**src/rtl/lds_pkg.sv**
```systemverilog
package lds_pkg;

  localparam int MAX_REQUESTS = 32;
  localparam int TRACK_BITS   = 16;
  localparam int IDX_W        = (MAX_REQUESTS > 1) ? $clog2(MAX_REQUESTS) : 1;
  localparam int CNT_W        = $clog2(MAX_REQUESTS + 1);
  localparam int SEEK_W       = TRACK_BITS + 1;
  localparam int CFG_IDX_W    = 1;

  typedef logic [TRACK_BITS-1:0] track_t;
  typedef logic [CNT_W-1:0]      count_t;
  typedef logic [IDX_W-1:0]      idx_t;
  typedef logic [SEEK_W-1:0]     seek_t;

  // configuration register indexes
  localparam logic [CFG_IDX_W-1:0] CFG_START_HEAD   = 1'b0;
  localparam logic [CFG_IDX_W-1:0] CFG_TOWARD_LOWER = 1'b1;

  typedef enum logic [1:0] {
    ST_IDLE = 2'b01,
    ST_SCAN = 2'b10
  } state_e;

endpackage

```
**src/rtl/lds_ram.sv**
```systemverilog
module lds_ram #(
  parameter int WIDTH = 16,
  parameter int DEPTH = 32
) (
  input  logic                                      clk_i,
  input  logic                                      we_i,
  input  logic [((DEPTH > 1) ? $clog2(DEPTH) : 1)-1:0] waddr_i,
  input  logic [WIDTH-1:0]                          wdata_i,
  input  logic [((DEPTH > 1) ? $clog2(DEPTH) : 1)-1:0] raddr_i,
  output logic [WIDTH-1:0]                          rdata_o
);

  logic [WIDTH-1:0] mem_q [DEPTH];

  always_ff @(posedge clk_i) begin
    if (we_i) begin
      mem_q[waddr_i] <= wdata_i;
    end
    rdata_o <= mem_q[raddr_i];
  end

endmodule

```
**src/rtl/look_disk_scheduler_unit.sv**
```systemverilog
// LOOK disk scheduler. Requests are loaded one per cycle through start_i/busy_o, up to
// MAX_REQUESTS per batch (further ones are dropped); the request marked batch_last_i
// starts serving, and busy_o stays high until the batch is done. Serving sweeps first
// toward the configured direction from start_head, nearest first, then the other side;
// requests equal to start_head are dropped. Each result costs one full scan of the
// request memory (one read per cycle on the single read port, then the registered read
// data and the take of the pick), and the reversal and the closing scan add one scan
// each. Results come out on result_strobe_o for one cycle each and cannot be stalled;
// an empty batch gives one result with served_valid_o low.
module look_disk_scheduler_unit (
  input  logic                             clk_i,
  input  logic                             rst_ni,
  input  logic                             start_i,
  output logic                             busy_o,
  input  logic [lds_pkg::TRACK_BITS-1:0]   request_track_i,
  input  logic                             batch_last_i,
  input  logic                             cfg_we_i,
  input  logic [lds_pkg::CFG_IDX_W-1:0]    cfg_idx_i,
  input  logic [lds_pkg::TRACK_BITS-1:0]   cfg_wdata_i,
  output logic                             result_strobe_o,
  output logic [lds_pkg::TRACK_BITS-1:0]   served_track_o,
  output logic                             served_valid_o,
  output logic [lds_pkg::SEEK_W-1:0]       total_seek_o,
  output logic                             run_last_o
);
  import lds_pkg::*;

  state_e  state_q, state_d;
  track_t  start_head_q;
  logic    toward_lower_q;
  count_t  cnt_q, cnt_d;
  count_t  issue_q, issue_d;
  logic    rd_vld_q, rd_vld_d;
  idx_t    rd_idx_q, rd_idx_d;
  logic [MAX_REQUESTS-1:0] served_q, served_d;
  logic    lower_q, lower_d;
  logic    pass_q, pass_d;
  logic    found_q, found_d;
  track_t  best_q, best_d;
  idx_t    best_idx_q, best_idx_d;
  track_t  head_q, head_d;
  seek_t   seek_q, seek_d;
  logic    pend_vld_q, pend_vld_d;
  track_t  pend_trk_q, pend_trk_d;
  seek_t   pend_seek_q, pend_seek_d;
  logic    out_stb_d, out_vld_d, out_last_d;
  track_t  out_trk_d;
  seek_t   out_seek_d;

  logic    accept;
  logic    ram_we;
  track_t  ram_rdata;
  logic    cand;
  logic    scan_done;
  track_t  gap;
  seek_t   seek_new;

  assign accept = start_i && !busy_o;
  assign busy_o = (state_q == ST_SCAN);
  assign ram_we = accept && (cnt_q < count_t'(MAX_REQUESTS));

  lds_ram #(
    .WIDTH (TRACK_BITS),
    .DEPTH (MAX_REQUESTS)
  ) u_req_ram (
    .clk_i   (clk_i),
    .we_i    (ram_we),
    .waddr_i (cnt_q[IDX_W-1:0]),
    .wdata_i (request_track_i),
    .raddr_i (issue_q[IDX_W-1:0]),
    .rdata_o (ram_rdata)
  );

  always_ff @(posedge clk_i or negedge rst_ni) begin
    if (!rst_ni) begin
      start_head_q   <= '0;
      toward_lower_q <= 1'b1;
    end else if (cfg_we_i) begin
      unique case (cfg_idx_i)
        CFG_START_HEAD:   start_head_q   <= cfg_wdata_i;
        CFG_TOWARD_LOWER: toward_lower_q <= cfg_wdata_i[0];
        default: ;
      endcase
    end
  end

  // nearest unserved request strictly on the current side of the start head
  always_comb begin
    if (lower_q) begin
      cand = (ram_rdata < start_head_q) && (!found_q || (ram_rdata > best_q));
    end else begin
      cand = (ram_rdata > start_head_q) && (!found_q || (ram_rdata < best_q));
    end
    cand = cand && !served_q[rd_idx_q];
  end

  assign scan_done = (issue_q == cnt_q) && !rd_vld_q;
  assign gap       = (best_q > head_q) ? (best_q - head_q) : (head_q - best_q);
  assign seek_new  = seek_q + seek_t'(gap);

  always_comb begin
    state_d     = state_q;
    cnt_d       = cnt_q;
    issue_d     = issue_q;
    rd_vld_d    = 1'b0;
    rd_idx_d    = rd_idx_q;
    served_d    = served_q;
    lower_d     = lower_q;
    pass_d      = pass_q;
    found_d     = found_q;
    best_d      = best_q;
    best_idx_d  = best_idx_q;
    head_d      = head_q;
    seek_d      = seek_q;
    pend_vld_d  = pend_vld_q;
    pend_trk_d  = pend_trk_q;
    pend_seek_d = pend_seek_q;
    out_stb_d   = 1'b0;
    out_vld_d   = served_valid_o;
    out_trk_d   = served_track_o;
    out_seek_d  = total_seek_o;
    out_last_d  = run_last_o;

    unique case (state_q)
      ST_IDLE: begin
        if (accept) begin
          if (ram_we) begin
            cnt_d = cnt_q + count_t'(1);
          end
          if (batch_last_i) begin
            state_d    = ST_SCAN;
            issue_d    = '0;
            found_d    = 1'b0;
            served_d   = '0;
            lower_d    = toward_lower_q;
            pass_d     = 1'b0;
            head_d     = start_head_q;
            seek_d     = '0;
            pend_vld_d = 1'b0;
          end
        end
      end
      ST_SCAN: begin
        if (issue_q != cnt_q) begin
          rd_vld_d = 1'b1;
          rd_idx_d = issue_q[IDX_W-1:0];
          issue_d  = issue_q + count_t'(1);
        end
        if (rd_vld_q && cand) begin
          found_d    = 1'b1;
          best_d     = ram_rdata;
          best_idx_d = rd_idx_q;
        end
        if (scan_done) begin
          issue_d = '0;
          found_d = 1'b0;
          if (found_q) begin
            // serve the pick; the previous one is now known not to be the last
            served_d[best_idx_q] = 1'b1;
            seek_d      = seek_new;
            head_d      = best_q;
            out_stb_d   = pend_vld_q;
            out_vld_d   = 1'b1;
            out_trk_d   = pend_trk_q;
            out_seek_d  = pend_seek_q;
            out_last_d  = 1'b0;
            pend_vld_d  = 1'b1;
            pend_trk_d  = best_q;
            pend_seek_d = seek_new;
          end else if (!pass_q) begin
            // reverse and sweep the other side
            pass_d  = 1'b1;
            lower_d = !lower_q;
          end else begin
            out_stb_d  = 1'b1;
            out_vld_d  = pend_vld_q;
            out_trk_d  = pend_vld_q ? pend_trk_q : '0;
            out_seek_d = pend_vld_q ? pend_seek_q : '0;
            out_last_d = 1'b1;
            pend_vld_d = 1'b0;
            cnt_d      = '0;
            served_d   = '0;
            seek_d     = '0;
            state_d    = ST_IDLE;
          end
        end
      end
      default: state_d = ST_IDLE;
    endcase
  end

  always_ff @(posedge clk_i or negedge rst_ni) begin
    if (!rst_ni) begin
      state_q         <= ST_IDLE;
      cnt_q           <= '0;
      issue_q         <= '0;
      rd_vld_q        <= 1'b0;
      served_q        <= '0;
      lower_q         <= 1'b1;
      pass_q          <= 1'b0;
      found_q         <= 1'b0;
      head_q          <= '0;
      seek_q          <= '0;
      pend_vld_q      <= 1'b0;
      result_strobe_o <= 1'b0;
    end else begin
      state_q         <= state_d;
      cnt_q           <= cnt_d;
      issue_q         <= issue_d;
      rd_vld_q        <= rd_vld_d;
      served_q        <= served_d;
      lower_q         <= lower_d;
      pass_q          <= pass_d;
      found_q         <= found_d;
      head_q          <= head_d;
      seek_q          <= seek_d;
      pend_vld_q      <= pend_vld_d;
      result_strobe_o <= out_stb_d;
    end
  end

  always_ff @(posedge clk_i) begin
    rd_idx_q       <= rd_idx_d;
    best_q         <= best_d;
    best_idx_q     <= best_idx_d;
    pend_trk_q     <= pend_trk_d;
    pend_seek_q    <= pend_seek_d;
    served_valid_o <= out_vld_d;
    served_track_o <= out_trk_d;
    total_seek_o   <= out_seek_d;
    run_last_o     <= out_last_d;
  end

  a_cnt_bound: assert property (@(posedge clk_i) disable iff (!rst_ni)
    cnt_q <= count_t'(MAX_REQUESTS))
    else $error("request count beyond store depth");

  a_rd_in_range: assert property (@(posedge clk_i) disable iff (!rst_ni)
    rd_vld_q |-> (count_t'(rd_idx_q) < cnt_q))
    else $error("read of an entry beyond the batch");

  a_last_ends_run: assert property (@(posedge clk_i) disable iff (!rst_ni)
    (result_strobe_o && run_last_o) |-> !busy_o)
    else $error("final result while still serving");

  a_empty_result: assert property (@(posedge clk_i) disable iff (!rst_ni)
    (result_strobe_o && !served_valid_o) |-> (run_last_o && (total_seek_o == '0)))
    else $error("empty result not final or with travel");

  a_strobe_busy: assert property (@(posedge clk_i) disable iff (!rst_ni)
    result_strobe_o |-> $past(busy_o))
    else $error("result without a batch being served");

endmodule

```
**config.mk**
```make
export PLATFORM = sky130hd
export DESIGN_NAME = look_disk_scheduler_unit
export DESIGN_NICKNAME = d
export VERILOG_FILES = /design/src/rtl/lds_pkg.sv /design/src/rtl/lds_ram.sv /design/src/rtl/look_disk_scheduler_unit.sv
export SDC_FILE = /design/constraint.sdc
export NUM_CORES = 1
export LEC_CHECK = 0
export BUFFER_PORTS_ARGS = -buffer_cell sky130_fd_sc_hd__buf_2
export CELL_PAD_IN_SITES_DETAIL_PLACEMENT = 0
export CELL_PAD_IN_SITES_GLOBAL_PLACEMENT = 2
export CORE_MARGIN = 5
export CORE_UTILIZATION = 50
export CTS_CLUSTER_SIZE = 20
export DETAILED_ROUTE_END_ITERATION = 6
export PLACE_DENSITY = 0.92
export SLEW_MARGIN = 25
export SYNTH_ARGS = -nofsm -noshare
export SYNTH_HDL_FRONTEND = slang
export SYNTH_SLANG_ARGS = --single-unit
```
**constraint.sdc**
```tcl
create_clock -name clk_i -period 8.3 [get_ports clk_i]
set_clock_uncertainty 0.2 [all_clocks]
set_input_delay 2.49 -clock clk_i [delete_from_list [all_inputs] [get_ports clk_i]]
set_output_delay 2.49 -clock clk_i [all_outputs]
set_load 0.1 [all_outputs]
```
After elaboration in Yosys (flattened, before gate mapping)
Memories as Yosys holds them, arrays and structs flattened. A register that Yosys moved wholly into a read port is not among the register bits.
Index checks and enable logic that the tools add are counted.
Word-level totals
  bits in read-only memories: 0
  memories kept: 1
  bits in registers: 196
  logic and storage cells: 160
  output and inout port bits: 37
  bits in latches: 0
  bits in writable memories: 512
Operators by class
  reductions and logical operators: 31
  multiply operators: 0
  eq/ne operators: 15
  add/sub/neg operators: 5
  divide/modulo/power cells: 0
  order comparisons: 9
  bitwise gates (word level): 2
  shift operators: 0
  mux-type cells: 74
Memories
  u_req_ram.mem_q: depth 32, bits a word 16, read ports 1, clocked after memory_dff 1, write ports 1, RTL line lds_ram.sv:13  | logic [WIDTH-1:0] mem_q [DEPTH];
Operator list (count)
  two-way mux 32 bit: 5
  two-way mux 17 bit: 8
  two-way mux 16 bit: 8
  case mux 32 bit (2 select lines): 1
  two-way mux 6 bit: 9
  > comparator 16 bit: 3
  case mux 17 bit (2 select lines): 1
  less-than comparator 16 bit: 2
  bitwise OR 32 bit: 1
  case mux 16 bit (2 select lines): 1
  subtractor 16 bit: 2
  two-way mux 1 bit: 27
  case mux 6 bit (2 select lines): 2
  AND reduction 5 bit: 4
  adder 17 x 16 -> 17 bit: 1
  adder 6 x 1 -> 6 bit (second input constant): 2
  less-than comparator 5 x 6 -> 1 bit (second input constant): 2
  AND reduction 6 bit: 2
  two-way mux 2 bit: 5
  inequality test 2 bit (second input constant): 5
  inequality test 3 x 1 -> 1 bit (second input constant): 3
  logical AND 1 bit: 8
  case mux 1 bit (2 select lines): 4
  AND reduction 2 bit: 4
  other kinds (16): 26

Logic depth before layout (Yosys ltp)
  depth in word-level cells: 9
  depth in mapped cells: 20
  mapped depth without buffers: 19

Cells and area by module
A second synthesis with hierarchy kept.
Unflattened totals
  cell total of the unflattened synthesis: 2101
  area total of the unflattened synthesis: 31066.0 µm²
Modules (own cells, without submodules)
  lds_ram: times used 1, cells an instance 1143, area an instance 20535.9 µm²
  look_disk_scheduler_unit: times used 1, cells an instance 958, area an instance 10530.1 µm²

Least setup slack after synthesis
OpenSTA, ideal clock, no wires.
  kind: input -> register
  from: input port start_i
  to: memory u_req_ram.mem_q[31][0], enable pin
  cell stages on the path: 3
  path slack: 3.615 ns
  required time: 7.712 ns
  setup time: 0.388 ns
  arrival: 4.097 ns
  path buffers: 0
  cell sequence: nor3b_1 > nand2_1 > nor2_1
Between the ends
  word-level cells in the longest chain between the ends: 4
Ends and longest elaborated chain
  start, declared: RTL line look_disk_scheduler_unit.sv:13  | input logic start_i,
  logical AND 1 bit: RTL line look_disk_scheduler_unit.sv:58  | assign accept = start_i && !busy_o;
  logical AND 1 bit: RTL line look_disk_scheduler_unit.sv:60  | assign ram_we = accept && (cnt_q < count_t'(MAX_REQUESTS));
  two-way mux 1 bit: RTL line lds_ram.sv:16  | if (we_i) begin
  two-way mux 1 bit (implied by the code): RTL line lds_ram.sv:17  | mem_q[waddr_i] <= wdata_i;
  end, declared: RTL line lds_ram.sv:13
Every way passes these cells.

Worst setup path in the final report
  from: register best_q[0]
  to: register seek_q[16]
Between the ends
  word-level cells in the longest chain between the ends: 6
Ends and longest elaborated chain
  start, declared: RTL line look_disk_scheduler_unit.sv:39  | track_t best_q, best_d;
  start signal, assigned: RTL line look_disk_scheduler_unit.sv:224  | best_q <= best_d;
  subtractor 16 bit or > comparator 16 bit (tied branches): RTL line look_disk_scheduler_unit.sv:98  | assign gap = (best_q > head_q) ? (best_q - head_q) : (head_q - best_q);
  two-way mux 16 bit (*): RTL line look_disk_scheduler_unit.sv:98
  adder 17 x 16 -> 17 bit (*): RTL line look_disk_scheduler_unit.sv:99  | assign seek_new = seek_q + seek_t'(gap);
  via seek_new[16]: RTL line look_disk_scheduler_unit.sv:56  | seek_t seek_new;
  two-way mux 17 bit (*): RTL line look_disk_scheduler_unit.sv:157  | if (found_q) begin
  two-way mux 17 bit (*): RTL line look_disk_scheduler_unit.sv:154  | if (scan_done) begin
  case mux 17 bit (2 select lines) (*): RTL line look_disk_scheduler_unit.sv:124  | unique case (state_q)
  end signal, assigned: RTL line look_disk_scheduler_unit.sv:216  | seek_q <= seek_d;
  end, declared: RTL line look_disk_scheduler_unit.sv:42  | seek_t seek_q, seek_d;
Mark *: on every way through the listed nets, which the timed path passes. The rest lies on a longest branch. The select of a mux whose other input is x is not followed.
A chain may end at the register's enable or synchronous reset.

==> impl_metrics.json <==
{
  "endpoint_kind": "flop",
  "drive_gt1_share_pct": 22.8,
  "dp_slack_ps": 3010,
  "drc_errors": 0,
  "clkPwrFrac_pct": 31.1,
  "power_leakage_uw": 0.0121,
  "ctsHtreeMaxLevel": 3,
  "final_common_cell": "edfxtp_1",
  "powerDensity_nw_per_um2": 294,
  "finalInstanceArea_um2": 34400,
  "ys_types": 78,
  "drtPass1Iterations": 7,
  "worstPathRequired_ps": 8600,
  "drtIter0Drc": 1488,
  "grtUsageMet2_pct": 34.8,
  "grt_pass1_wl_um": 104000,
  "dp_hpwl_um": 40700,
  "synthSimpleGateAreaFrac_pct": 4.80,
  "power_uw": 10100,
  "rsz0062_at_grt": "no",
  "worstPathMaxFanout": 11,
  "final_cell_mix": "edfxtp_1, mux4_2, nor2_1",
  "setup-tns-final_ps": 0,
  "crit_slowest_cell": "nor2_1",
  "cts_made_buffers": 71,
  "synthArstFlopShare_pct": 14.1,
  "start_kind": "flop",
  "p_sw_uw": 3000,
  "synth-seq-area-share_pct": 68.5,
  "grt_pass1_vias": 16990,
  "syn_nets": 1919,
  "comb_power_share_pct": 24.6,
  "grt_usage_pct": 20.4,
  "hold_class": "flop to flop",
  "synth_edf_count": 606,
  "via_per_inst": 6.00,
  "worstPathArrival_ps": 5600,
  "finalCriticalPeriod_ps": 5300,
  "status": "complete, no violations",
  "grtUsageMet3_pct": 3.82,
  "dieHeight_um": 258,
  "cts_tree": "built",
  "ir_worst_vdd_uv": 256,
  "drtAntennaViolNets": 0,
  "antenna_found_initial": 0,
  "worst_slack_ps": 3000,
  "worstSetupPathType": "flop to flop",
  "synth_mux_area_share_pct": 14.0,
  "seq_power_share_pct": 44.3,
  "drv_cap": 0,
  "path_clk_slew_ps": 60,
  "port_buffers": 74,
  "syn_avg_cell_area_um2": 17.2,
  "die_w_um": 258,
  "insertion_delay_ps": 630,
  "core_um2": 61400,
  "synth_top_family_by_area": "multiplexers",
  "yosysWarningCount": 0,
  "diodes": 0,
  "worst_slew_pin_slew_ps": 1020,
  "gr-usage-met1_pct": 27.4,
  "yosys.area_share.xor_xnor_pct": 1.19,
  "synthAdderAreaFrac_pct": 3.69,
  "num_vias": 16476,
  "drv_slew": 0,
  "grt_max_degree": 92,
  "wirelength_um": 67900,
  "finalCritPeriodShare_pct": 63.9,
  "synth-seq-cells": 724,
  "post_cts_resized": 0,
  "crit_buf_inv": 2,
  "wl_per_cell_um": 24.7,
  "cp_cell_sequence": "inv_1, ha_1, inv_1, fa_1, a211oi_2, o211ai_2, a31oi_4, o41a_1, nor2_1, mux2i_1, xnor2_1, ha_1, nor2b_1, o31a_1, o211ai_1, a211oi_1, o41ai_1, xnor2_1, a22o_1",
  "post_cts_buffers": 0,
  "p_sw_share_pct": 29.6,
  "area.growth.synth_to_final_pct": 11.9,
  "placed_area_um2": 32100,
  "intPower_uw": 7120,
  "ctsHoldBuffers": 0,
  "synth_cells": 1792,
  "mappedNetlistArea_um2": 30800,
  "synth_compound_area_share_pct": 5.67,
  "critical_path.max_stage_delay_ps": 670,
  "grt-busiest-layer": "met2",
  "yosys_most_used_dff": "edfxtp_1",
  "grt_overflow": 0,
  "relSlewSlack_pct": 31.9,
  "cts_root_buffer": "clkbuf_16",
  "path_delay_family": "compound AO/OA/AOI/OAI gates",
  "hold_ws_ps": 256,
  "io_pins": 75,
  "start_util_pct": 50.2,
  "clock_path_buffers": 3,
  "finalSetupViolations": 0,
  "max_freq_mhz": 189,
  "routabilityCongestion": 0.911,
  "placementRows": 91,
  "hold_viol": 0,
  "die-area_um2": 66600,
  "cts_sinks": 724,
  "final_net_count": 2026
}
-- sequential cells by signal, summed over array words and instances, names as in the netlist, 16 cells and up --
name,count
u_req_ram.mem_q,512
head_q,16
best_q,16
pend_trk_q,16
pend_seek_q,17
u_req_ram.rdata_o,16
total_seek_o,17
served_track_o,16
served_q,32
start_head_q,16
seek_q,17
-- stage by stage --
step,util (%),instances
CTS,56.0,2745
global placement,52.3,2614
global route,56.1,2747
detailed placement,52.3,2614
floorplan,-,1792
finish,56.1,2747
-- power by group through the flow --
stage	clock network, uW	logic, uW	registers [uW]
floorplan	0	1990	4410
global placement	0	2450	4530
detailed placement	0	2480	4550
CTS	3200	2510	4480
global route	3360	2740	4510
finish	3150	2490	4480
-- cell families after synthesis --
logic type      after synthesis
mux                         215
compound gates              263
buf+inv                     157
xor+xnor                     42
simple gates                302
flops                       724
fa+ha+maj                    89
-- final timing paths --
path,start,cells past startpoint,slack [ps],endpoint
hold reg to reg,u_req_ram.rdata_o[0],0,260,best_q[0]
setup reg to reg,best_q[0],19,3000,seek_q[16]
setup / recovery,best_q[0],19,3000,seek_q[16]
max in group asynchronous,rst_ni,2,4920,issue_q[1]
min in group asynchronous,rst_ni,1,1700,served_q[26]
hold / removal,u_req_ram.rdata_o[0],0,260,best_q[0]
-- Yosys cell counts, types with 8 or more instances --
master / n / area [um^2]
clkbuf_1: 36 / 135
dfrtp_1: 99 / 2480
buf_2: 26 / 130
xor2_1: 19 / 166
nand3_1: 20 / 100
nor2b_1: 42 / 263
a22o_1: 20 / 175
mux2_2: 19 / 214
nor2_1: 103 / 387
a21o_1: 23 / 173
o21ai_0: 68 / 340
edfxtp_1: 606 / 18200
xnor2_1: 23 / 201
mux2i_1: 26 / 260
buf_4: 10 / 75.1
dfxtp_1: 16 / 320
a31oi_1: 35 / 219
nand2_1: 77 / 289
nand4_1: 8 / 50.1
buf_1: 11 / 41.3
a211oi_1: 10 / 75.1
o21a_1: 11 / 82.6
ha_1: 86 / 1080
a21oi_1: 48 / 240
mux4_2: 170 / 3830
inv_1: 70 / 263
-- area by class of cell --
class	instances	area (um^2)
Clock buffer	90	1910
Multi-Input combinational cell	911	9070
Timing Repair Buffer	120	763
Clock inverter	41	358
Fill cell	4560	26900
Tap cell	790	988
Inverter	71	267
Sequential cell	724	21100
-- worst register-to-register path, cell delays in order (launching register included) --
cell	delay [ps]
edfxtp_1	420
inv_1	70
ha_1	220
inv_1	80
fa_1	220
a211oi_2	100
o211ai_2	250
a31oi_4	150
o41a_1	430
nor2_1	670
mux2i_1	300
xnor2_1	160
ha_1	300
nor2b_1	160
o31a_1	290
o211ai_1	300
a211oi_1	120
o41ai_1	410
xnor2_1	130
a22o_1	210
-- routing by layer --
layer,up-vias,routed length (um),share of wire [%]
met2,607,34400,51
met3,124,4100,6.0
met5,-,0,0
met4,0,1890,2.8
li1,7241,-,-
met1,8504,27500,40
(Power assumes the default switching activity.)
